--- src/rtl/grid_line_of_sight_check_top_defines.svh ---
// Assertion macros shared by the grid line-of-sight RTL.
// Included by modules that carry concurrent assertions; expects clk and rst_n in scope.
`ifndef GRID_LINE_OF_SIGHT_CHECK_TOP_DEFINES_SVH
`define GRID_LINE_OF_SIGHT_CHECK_TOP_DEFINES_SVH

// Same-cycle implication, disabled during reset
`define GLOS_ASSERT_IMP(label, ante, cons) \
    label: assert property (@(posedge clk) disable iff (!rst_n) (ante) |-> (cons)) \
        else $error("glos: same-cycle check failed");

// Next-cycle implication, disabled during reset
`define GLOS_ASSERT_NEXT(label, ante, cons) \
    label: assert property (@(posedge clk) disable iff (!rst_n) (ante) |=> (cons)) \
        else $error("glos: next-cycle check failed");

`endif

--- src/rtl/glos_pkg.sv ---
// Shared types and constants for the grid line-of-sight checker.
// No dependencies; used by glos_ctrl, glos_dp and the top level.
`default_nettype none

package glos_pkg;

    // Fixed arithmetic widths
    localparam int COORD_W  = 19;   // signed Q10.8 cell coordinate
    localparam int DIFF_W   = 20;   // coordinate difference
    localparam int D2_W     = 40;   // squared distance
    localparam int ROOT_W   = 20;   // distance, Q.8
    localparam int UNIT_W   = 16;   // signed Q1.14 direction
    localparam int POS_W    = 27;   // signed Q.14 walk position
    localparam int TEST_W   = 9;
    localparam int CNT_W    = 5;

    // Sequencer step counts
    localparam int CONV_LAST = 3;   // four coordinate conversions
    localparam int SQ_LAST   = 2;   // difference, dx^2, dy^2
    localparam int SQRT_LAST = 20;  // init plus twenty root bits
    localparam int DIV_LAST  = 15;  // init plus fifteen quotient bits

    localparam logic signed [UNIT_W-1:0] UNIT_ONE = 16'sd16384;
    localparam logic [TEST_W-1:0]        WALK_CAP = 9'd256;

    // Item kinds (tuser)
    localparam logic CMD_WRITE = 1'b0;
    localparam logic CMD_QUERY = 1'b1;

    // Configuration register indexes
    localparam logic [1:0] CFG_INV_RES = 2'd0;
    localparam logic [1:0] CFG_SHIFT_X = 2'd1;
    localparam logic [1:0] CFG_SHIFT_Y = 2'd2;
    localparam logic [1:0] CFG_THRESH  = 2'd3;

    // Coordinate conversion select
    localparam logic [1:0] CONV_RX = 2'd0;
    localparam logic [1:0] CONV_RY = 2'd1;
    localparam logic [1:0] CONV_TX = 2'd2;
    localparam logic [1:0] CONV_TY = 2'd3;

    // Squaring phases
    localparam logic [1:0] SQ_DIFF = 2'd0;
    localparam logic [1:0] SQ_XX   = 2'd1;
    localparam logic [1:0] SQ_YY   = 2'd2;

    // Controller to datapath commands
    typedef struct packed {
        logic       clear_en;
        logic       load_item;
        logic       conv_en;
        logic [1:0] conv_sel;
        logic       sq_en;
        logic [1:0] sq_phase;
        logic       sqrt_init;
        logic       sqrt_step;
        logic       div_init;
        logic       div_step;
        logic       div_sel;
        logic       div_store;
        logic       walk_init;
        logic       walk_read;
        logic       walk_check;
        logic       out_load;
    } glos_cmd_t;

    // Datapath to controller status
    typedef struct packed {
        logic clear_last;
        logic dist_zero;
        logic walk_stop;
    } glos_status_t;

endpackage

`default_nettype wire

--- src/rtl/glos_ctrl.sv ---
// Sequencer for the grid line-of-sight checker: clearing pass, query steps, output handshake.
// Depends on glos_pkg; drives glos_dp through glos_cmd_t.
`default_nettype none

module glos_ctrl
(
    input  wire                       clk,
    input  wire                       rst_n,
    input  wire                       s_tvalid,
    output logic                      s_tready,
    input  wire                       s_tuser,
    output logic                      m_tvalid,
    input  wire                       m_tready,
    input  glos_pkg::glos_status_t    status,
    output glos_pkg::glos_cmd_t       cmd
);
    import glos_pkg::*;

    localparam logic [3:0] ST_CLEAR = 4'd0;
    localparam logic [3:0] ST_IDLE  = 4'd1;
    localparam logic [3:0] ST_CONV  = 4'd2;
    localparam logic [3:0] ST_SQ    = 4'd3;
    localparam logic [3:0] ST_SQRT  = 4'd4;
    localparam logic [3:0] ST_DIVX  = 4'd5;
    localparam logic [3:0] ST_DIVY  = 4'd6;
    localparam logic [3:0] ST_WINIT = 4'd7;
    localparam logic [3:0] ST_WREAD = 4'd8;
    localparam logic [3:0] ST_WCHK  = 4'd9;
    localparam logic [3:0] ST_DONE  = 4'd10;

    logic [3:0]       state_reg, state_next;
    logic [CNT_W-1:0] cnt_reg, cnt_next;
    logic             out_valid_reg, out_valid_next;

    assign s_tready = (state_reg == ST_IDLE);
    assign m_tvalid = out_valid_reg;

    // Next state and commands
    always_comb
    begin
        state_next = state_reg;
        cnt_next   = cnt_reg;
        cmd        = '0;
        unique case (state_reg)
            ST_CLEAR:
            begin
                cmd.clear_en = 1'b1;
                if (status.clear_last)
                    state_next = ST_IDLE;
            end
            ST_IDLE:
            begin
                if (s_tvalid)
                begin
                    cmd.load_item = 1'b1;
                    cnt_next      = '0;
                    state_next    = (s_tuser == CMD_QUERY) ? ST_CONV : ST_DONE;
                end
            end
            ST_CONV:
            begin
                cmd.conv_en  = 1'b1;
                cmd.conv_sel = cnt_reg[1:0];
                if (cnt_reg == CNT_W'(CONV_LAST))
                begin
                    cnt_next   = '0;
                    state_next = ST_SQ;
                end
                else
                    cnt_next = cnt_reg + 1'b1;
            end
            ST_SQ:
            begin
                cmd.sq_en    = 1'b1;
                cmd.sq_phase = cnt_reg[1:0];
                if (cnt_reg == CNT_W'(SQ_LAST))
                begin
                    cnt_next   = '0;
                    state_next = ST_SQRT;
                end
                else
                    cnt_next = cnt_reg + 1'b1;
            end
            ST_SQRT:
            begin
                cmd.sqrt_init = (cnt_reg == '0);
                cmd.sqrt_step = (cnt_reg != '0);
                if (cnt_reg == CNT_W'(SQRT_LAST))
                begin
                    cnt_next   = '0;
                    state_next = ST_DIVX;
                end
                else
                    cnt_next = cnt_reg + 1'b1;
            end
            ST_DIVX, ST_DIVY:
            begin
                // zero distance: nothing to walk, result already preset
                if (state_reg == ST_DIVX && cnt_reg == '0 && status.dist_zero)
                    state_next = ST_DONE;
                else
                begin
                    cmd.div_sel   = (state_reg == ST_DIVY);
                    cmd.div_init  = (cnt_reg == '0);
                    cmd.div_step  = (cnt_reg != '0);
                    cmd.div_store = (cnt_reg == CNT_W'(DIV_LAST));
                    if (cnt_reg == CNT_W'(DIV_LAST))
                    begin
                        cnt_next   = '0;
                        state_next = (state_reg == ST_DIVX) ? ST_DIVY : ST_WINIT;
                    end
                    else
                        cnt_next = cnt_reg + 1'b1;
                end
            end
            ST_WINIT:
            begin
                cmd.walk_init = 1'b1;
                state_next    = ST_WREAD;
            end
            ST_WREAD:
            begin
                cmd.walk_read = 1'b1;
                state_next    = ST_WCHK;
            end
            ST_WCHK:
            begin
                cmd.walk_check = 1'b1;
                state_next     = status.walk_stop ? ST_DONE : ST_WREAD;
            end
            ST_DONE:
            begin
                if (!out_valid_reg || m_tready)
                begin
                    cmd.out_load = 1'b1;
                    state_next   = ST_IDLE;
                end
            end
            default:
            begin
                state_next = ST_IDLE;
            end
        endcase
    end

    // Output valid flag
    always_comb
    begin
        if (cmd.out_load)
            out_valid_next = 1'b1;
        else if (m_tready)
            out_valid_next = 1'b0;
        else
            out_valid_next = out_valid_reg;
    end

    always_ff @(posedge clk or negedge rst_n)
    begin
        if (!rst_n)
        begin
            state_reg     <= ST_CLEAR;
            cnt_reg       <= '0;
            out_valid_reg <= 1'b0;
        end
        else
        begin
            state_reg     <= state_next;
            cnt_reg       <= cnt_next;
            out_valid_reg <= out_valid_next;
        end
    end

endmodule

`default_nettype wire

--- config.mk ---
export PLATFORM = sky130hd
export DESIGN_NAME = glos_ctrl
export DESIGN_NICKNAME = d
export VERILOG_FILES = /design/src/rtl/grid_line_of_sight_check_top_defines.svh /design/src/rtl/glos_pkg.sv /design/src/rtl/glos_ctrl.sv
export SDC_FILE = /design/constraint.sdc
export NUM_CORES = 1
export LEC_CHECK = 0
export ABC_CLOCK_PERIOD_IN_PS = 3600
export BUFFER_PORTS_ARGS = -buffer_cell sky130_fd_sc_hd__buf_2
export CORE_UTILIZATION = 35
export DETAILED_ROUTE_END_ITERATION = 6
export GPL_ROUTABILITY_DRIVEN = 0
export HOLD_SLACK_MARGIN = 0.05
export SETUP_SLACK_MARGIN = 0.1
export SYNTH_ARGS = -nofsm -noshare
export SYNTH_HDL_FRONTEND = slang
export SYNTH_SLANG_ARGS = --single-unit
export TNS_END_PERCENT = 100
--- constraint.sdc ---
create_clock -name clk -period 3.6 [get_ports clk]
set_input_delay 0.54 -clock clk [delete_from_list [all_inputs] [get_ports clk]]
set_output_delay 0.54 -clock clk [all_outputs]
set_load 0.02 [all_outputs]
After elaboration in Yosys (flattened, before gate mapping)
Cells that the tools add are included.

word-level totals
  flip-flop bits (word level) = 10
  input bits = 8
  output and inout bits = 20
  logic and storage cells = 72

cells by class
  add/subtract/negate cells = 1
  eq/ne operators = 22
  multiplexer cells = 34
  reductions and logical operators = 12

operators with widths
  cell                                                             count
  4-bit two-way mux                                                11
  4-bit one-hot mux with 10 select lines                           1
  5-bit two-way mux                                                6
  5-bit one-hot mux with 5 select lines                            1
  4-bit by 3-bit == test with 1-bit output, second input constant  4
  2-bit inequality test, second input constant                     7
  4-bit == test, second input constant                             3
  1-bit two-way mux                                                11
  5-bit by 2-bit == test with 1-bit output, second input constant  2
  5-bit nonzero test                                               2
  4-bit by 2-bit == test with 1-bit output, second input constant  2
  7-bit AND reduction                                              1
  3-bit two-way mux                                                2
  5-bit by 1-bit adder with 5-bit output, second input constant    1
  5-bit by 4-bit == test with 1-bit output, second input constant  1
  5-bit == test, second input constant                             1
  5-bit logical NOT                                                1
  4-bit by 1-bit == test with 1-bit output, second input constant  1
  4-bit logical NOT                                                1
  2-bit two-way mux                                                2
  3-bit inequality test, second input constant                     1
  3-bit AND reduction                                              1
  1-bit logical AND                                                2
  2-bit nonzero test                                               1
  3 further kinds                                                  3

Depth between registers and ports, before layout
  depth in word-level cells = 5
  gate-level depth with buffers = 8
  mapped depth without buffers = 8

Worst setup path after synthesis
No wires, ideal clock.

  path type = reg-to-output
  start point = register state_reg[3]
  end point = output port cmd[13] in the netlist's numbering
  arrival time = 1.905 ns
  data required time = 3.060 ns
  slack = 1.155 ns
  cell stages (with the launch flop) = 4
  buffers on the path = 1
  cells stage by stage = dfrtp_1 -> buf_2 -> nor4b_1 -> and2_1

RTL lines
  what                      RTL line          source
  start: declaration        glos_ctrl.sv:31   logic [3:0] state_reg, state_next;
  start signal: assignment  glos_ctrl.sv:167  state_reg <= state_next;
  end: declaration          glos_ctrl.sv:15   output glos_pkg::glos_cmd_t cmd

==> results.md <==
- Async set-or-reset flop fraction in the synthesized netlist: 100%
- Clock Latency Late Sink: between 0.2 and 0.3 ns
- Mapped cell area: roughly 960 um2
- Clk buf depth: 2
- Sequential area share after synthesis: 26.1%
- Placed instance count: roughly 170
- Setup TNS: 0 ns
- Final clock skew: about 0.0050 ns
- Final Hold Viols: 0
- Avg Vias per Cell: 5.30
- Worst-path clk slew: 0.06 ns
- Die extent in x: 54.3 um
- Die H: 54.3 um
- Buf/Inv on CP: 1
- Register bit total from synthesis: 10
- Post-route minimum period: about 2.5 ns
- Antenna violations before repair: 0
- Power after layout: 0.839 mW
- Hold_buf cts: 0
- Final Cycle Share: 70.7%
- Number of setup buffers added after CTS: 0
- Largest register FFs: 5
- Maximum vdd ir drop: between 0.0003 and 0.0004 V
- Via Count: 896
- Rel. slew slack: between 50% and 60%
- Yosys warnings: 0
- Post-synth EDFFs: 0
- GRT overflow: 0
- Final-report setup violation count: 0
- Layout fillers: between 200 and 300
- GR Util met3: between 2 and 3%
- Most used routing layer: met2
- Mapped Cells: ~120
- Syn avg cell area: about 8.2 um2
- CP required: slightly above 3 ns
- Proportion of netlist area held by the largest area contributor: around a quarter
- Cell variety after synth: 41
- M2 GR Usage: 26.6%
- CP delay by family, top: simple AND/OR/NAND/NOR gates
- Post-synth top area cell: dfrtp_1
- Post-cts resize count: 0
- Syn_nets: 130
- DIE AREA: between 0.002 and 0.003 mm2
- CP peak stage delay: ~0.69 ns
- CTS Buf Count: 3
- Total global-route track usage: 17.5%
- Setup crit end kind: primary output
- Area delta synth->final: 15.7%
- Detail Placement HPWL: about 1700 um
- Leak: ~0.56 nW
- H-Tree Depth: 1
- Largest net degree at the start of global routing: 20
- Maximum clock frequency: 393 MHz
- Top_reg_cell synth: dfrtp_1
- Worst path cell trace: nor4bb_1, and2_1, buf_2
- Crit Path Max Fanout: 19
- Min-Delay Path Class: input port to asynchronous set/reset pin
- Setup CP Type: flip-flop to primary output
- First-pass GRT wire length: 3590 um
- Status: finished clean
- Pwr/cell area: roughly 760 mW/mm2
- Slowest CP cell: dfrtp_1
- DRT antenna net count: 0
- FP Rows: 18
- Critical Path AT: 2.00 ns
- Net count, final: ~150
- Io pins: 28
- Ant diodes: 0
- Synth area leaders: dfrtp_1 (26%), ha_1 (6.5%), and2_1 (3.9%), o21ai_0 (3.7%), inv_1 (3.5%)
- Fraction of layout cells with a size suffix above 1: 25.9%
- Total Routed Length: approximately 2300 um
- Clk root buf: clkbuf_4
- Starting density of the core: between 30% and 40%
- Grt met1 use: a little under a quarter
- Starting DRT DRC Count: 10
- Worst slew pin tran: ~0.70 ns
- Vias in the first global route: about 760
- Max_cap viols: 0
- Fin cells: around 170
- Max-slew violations: 0
- DRC: 0
- RSZ-0062 raised after global routing: no
- Initial DRT Pass Iterations: 4
- Startpoint types: flip-flop
- Routed length per placed instance: roughly 13 um
- Core Area: between 0.002 and 0.003 mm2
- Clk sink count: 10
- I/O Buffers: 27
- CTS tree: yes
- Fin util: a little over two fifths
-- per-stage QoR --
stage | hold slack, ns | setup WS, ns | instance area, um2
after global routing | 0.120 | 0.908 | 1110
after detailed placement | 0.412 | 1.32 | 1080
after floorplan | 0.244 | 1.16 | 957
after global placement | 0.408 | 1.33 | 1080
final | 0.122 | 1.06 | 1110
after CTS | 0.114 | 1.03 | 1110
-- logic make-up after synthesis --
logic type,after synthesis,synth area share (%)
AO/OA/AOI/OAI,27,19.9
XOR/XNOR,1,0.915
adder cells (fa/ha/maj),5,6.54
buffers and inverters,17,8.23
flip-flops,10,26.1
multiplexers,3,4.18
AND/OR/NAND/NOR,54,34.1
-- routing by layer --
metal | vias up | share of wire (%)
li1 | 465 | -
met1 | 407 | 48
met2 | 22 | 47
met3 | 2 | 4.2
met4 | 0 | 0.88
met5 | - | 0
-- placed cells by master, fill, tap and decap left out, drive strengths merged, types with 3 or more instances in the layout --
cell type  netlist  layout
a21oi            6       6
and2             6       6
and3             5       5
buf              6      27
clkbuf           2       3
dfrtp           10      10
ha               5       5
inv              9       9
nand2            8       8
nand2b           5       5
nand3            5       5
nor2             9       9
nor2b            3       3
nor3             3       3
o21ai            7       7
o31ai            3       3
-- worst register-to-register path, cell delays in order (launching register included) --
cell,delay [ns]
dfrtp_1,0.69
nor4bb_1,0.67
a22oi_2,0.20
nand2_1,0.14
or2_4,0.16
mux2_4,0.30
-- cells in the mapped netlist (2+ instances only) --
library cell / number
a21oi_1: 6
and2_1: 6
and3_1: 5
buf_2: 3
clkbuf_1: 2
dfrtp_1: 10
ha_1: 5
inv_1: 9
mux2_4: 2
nand2_1: 8
nand2b_1: 5
nand3_1: 5
nor2_1: 9
nor2b_1: 3
nor3_1: 3
nor4_1: 2
o21ai_0: 7
o31ai_1: 3
or4b_1: 2
-- final cells by class --
class / instances / area (um2) / share of cell area [%]
timing repair buffer: 27 / 135 / 12.2
inverter: 9 / 33.8 / 3.05
sequential: 10 / 250 / 22.6
tap: 30 / 37.5 / 3.39
clock buffer: 3 / 22.5 / 2.03
multi-input combinational: 90 / 628 / 56.7
-- power by group --
group | total [mW] | leakage, nW | internal (mW) | switching [mW]
Clock | 0.0762 | 0.0138 | 0.0386 | 0.0376
Combinational | 0.533 | 0.409 | 0.234 | 0.299
Sequential | 0.230 | 0.133 | 0.141 | 0.0894
Total | 0.839 | 0.556 | 0.413 | 0.426
-- path summary, 6_finish.rpt --
path                                          start                       end  slack (ns)  cells past startpoint
max                        state_reg[1]$_DFFE_PN0P_                   cmd[10]        1.06                      3
min                                           rst_n    cnt_reg[2]$_DFFE_PN0P_        0.12                      1
min in group clk               m_tvalid$_DFFE_PN0P_      m_tvalid$_DFFE_PN0P_        0.55                      2
max reg2reg                state_reg[1]$_DFFE_PN0P_  state_reg[2]$_DFFE_PN0P_        1.33                      5
min reg2reg                    m_tvalid$_DFFE_PN0P_      m_tvalid$_DFFE_PN0P_        0.55                      2
max in group asynchronous                     rst_n  state_reg[1]$_DFFE_PN0P_        3.28                      1
Note: power is estimated with default switching activity, not from simulation.
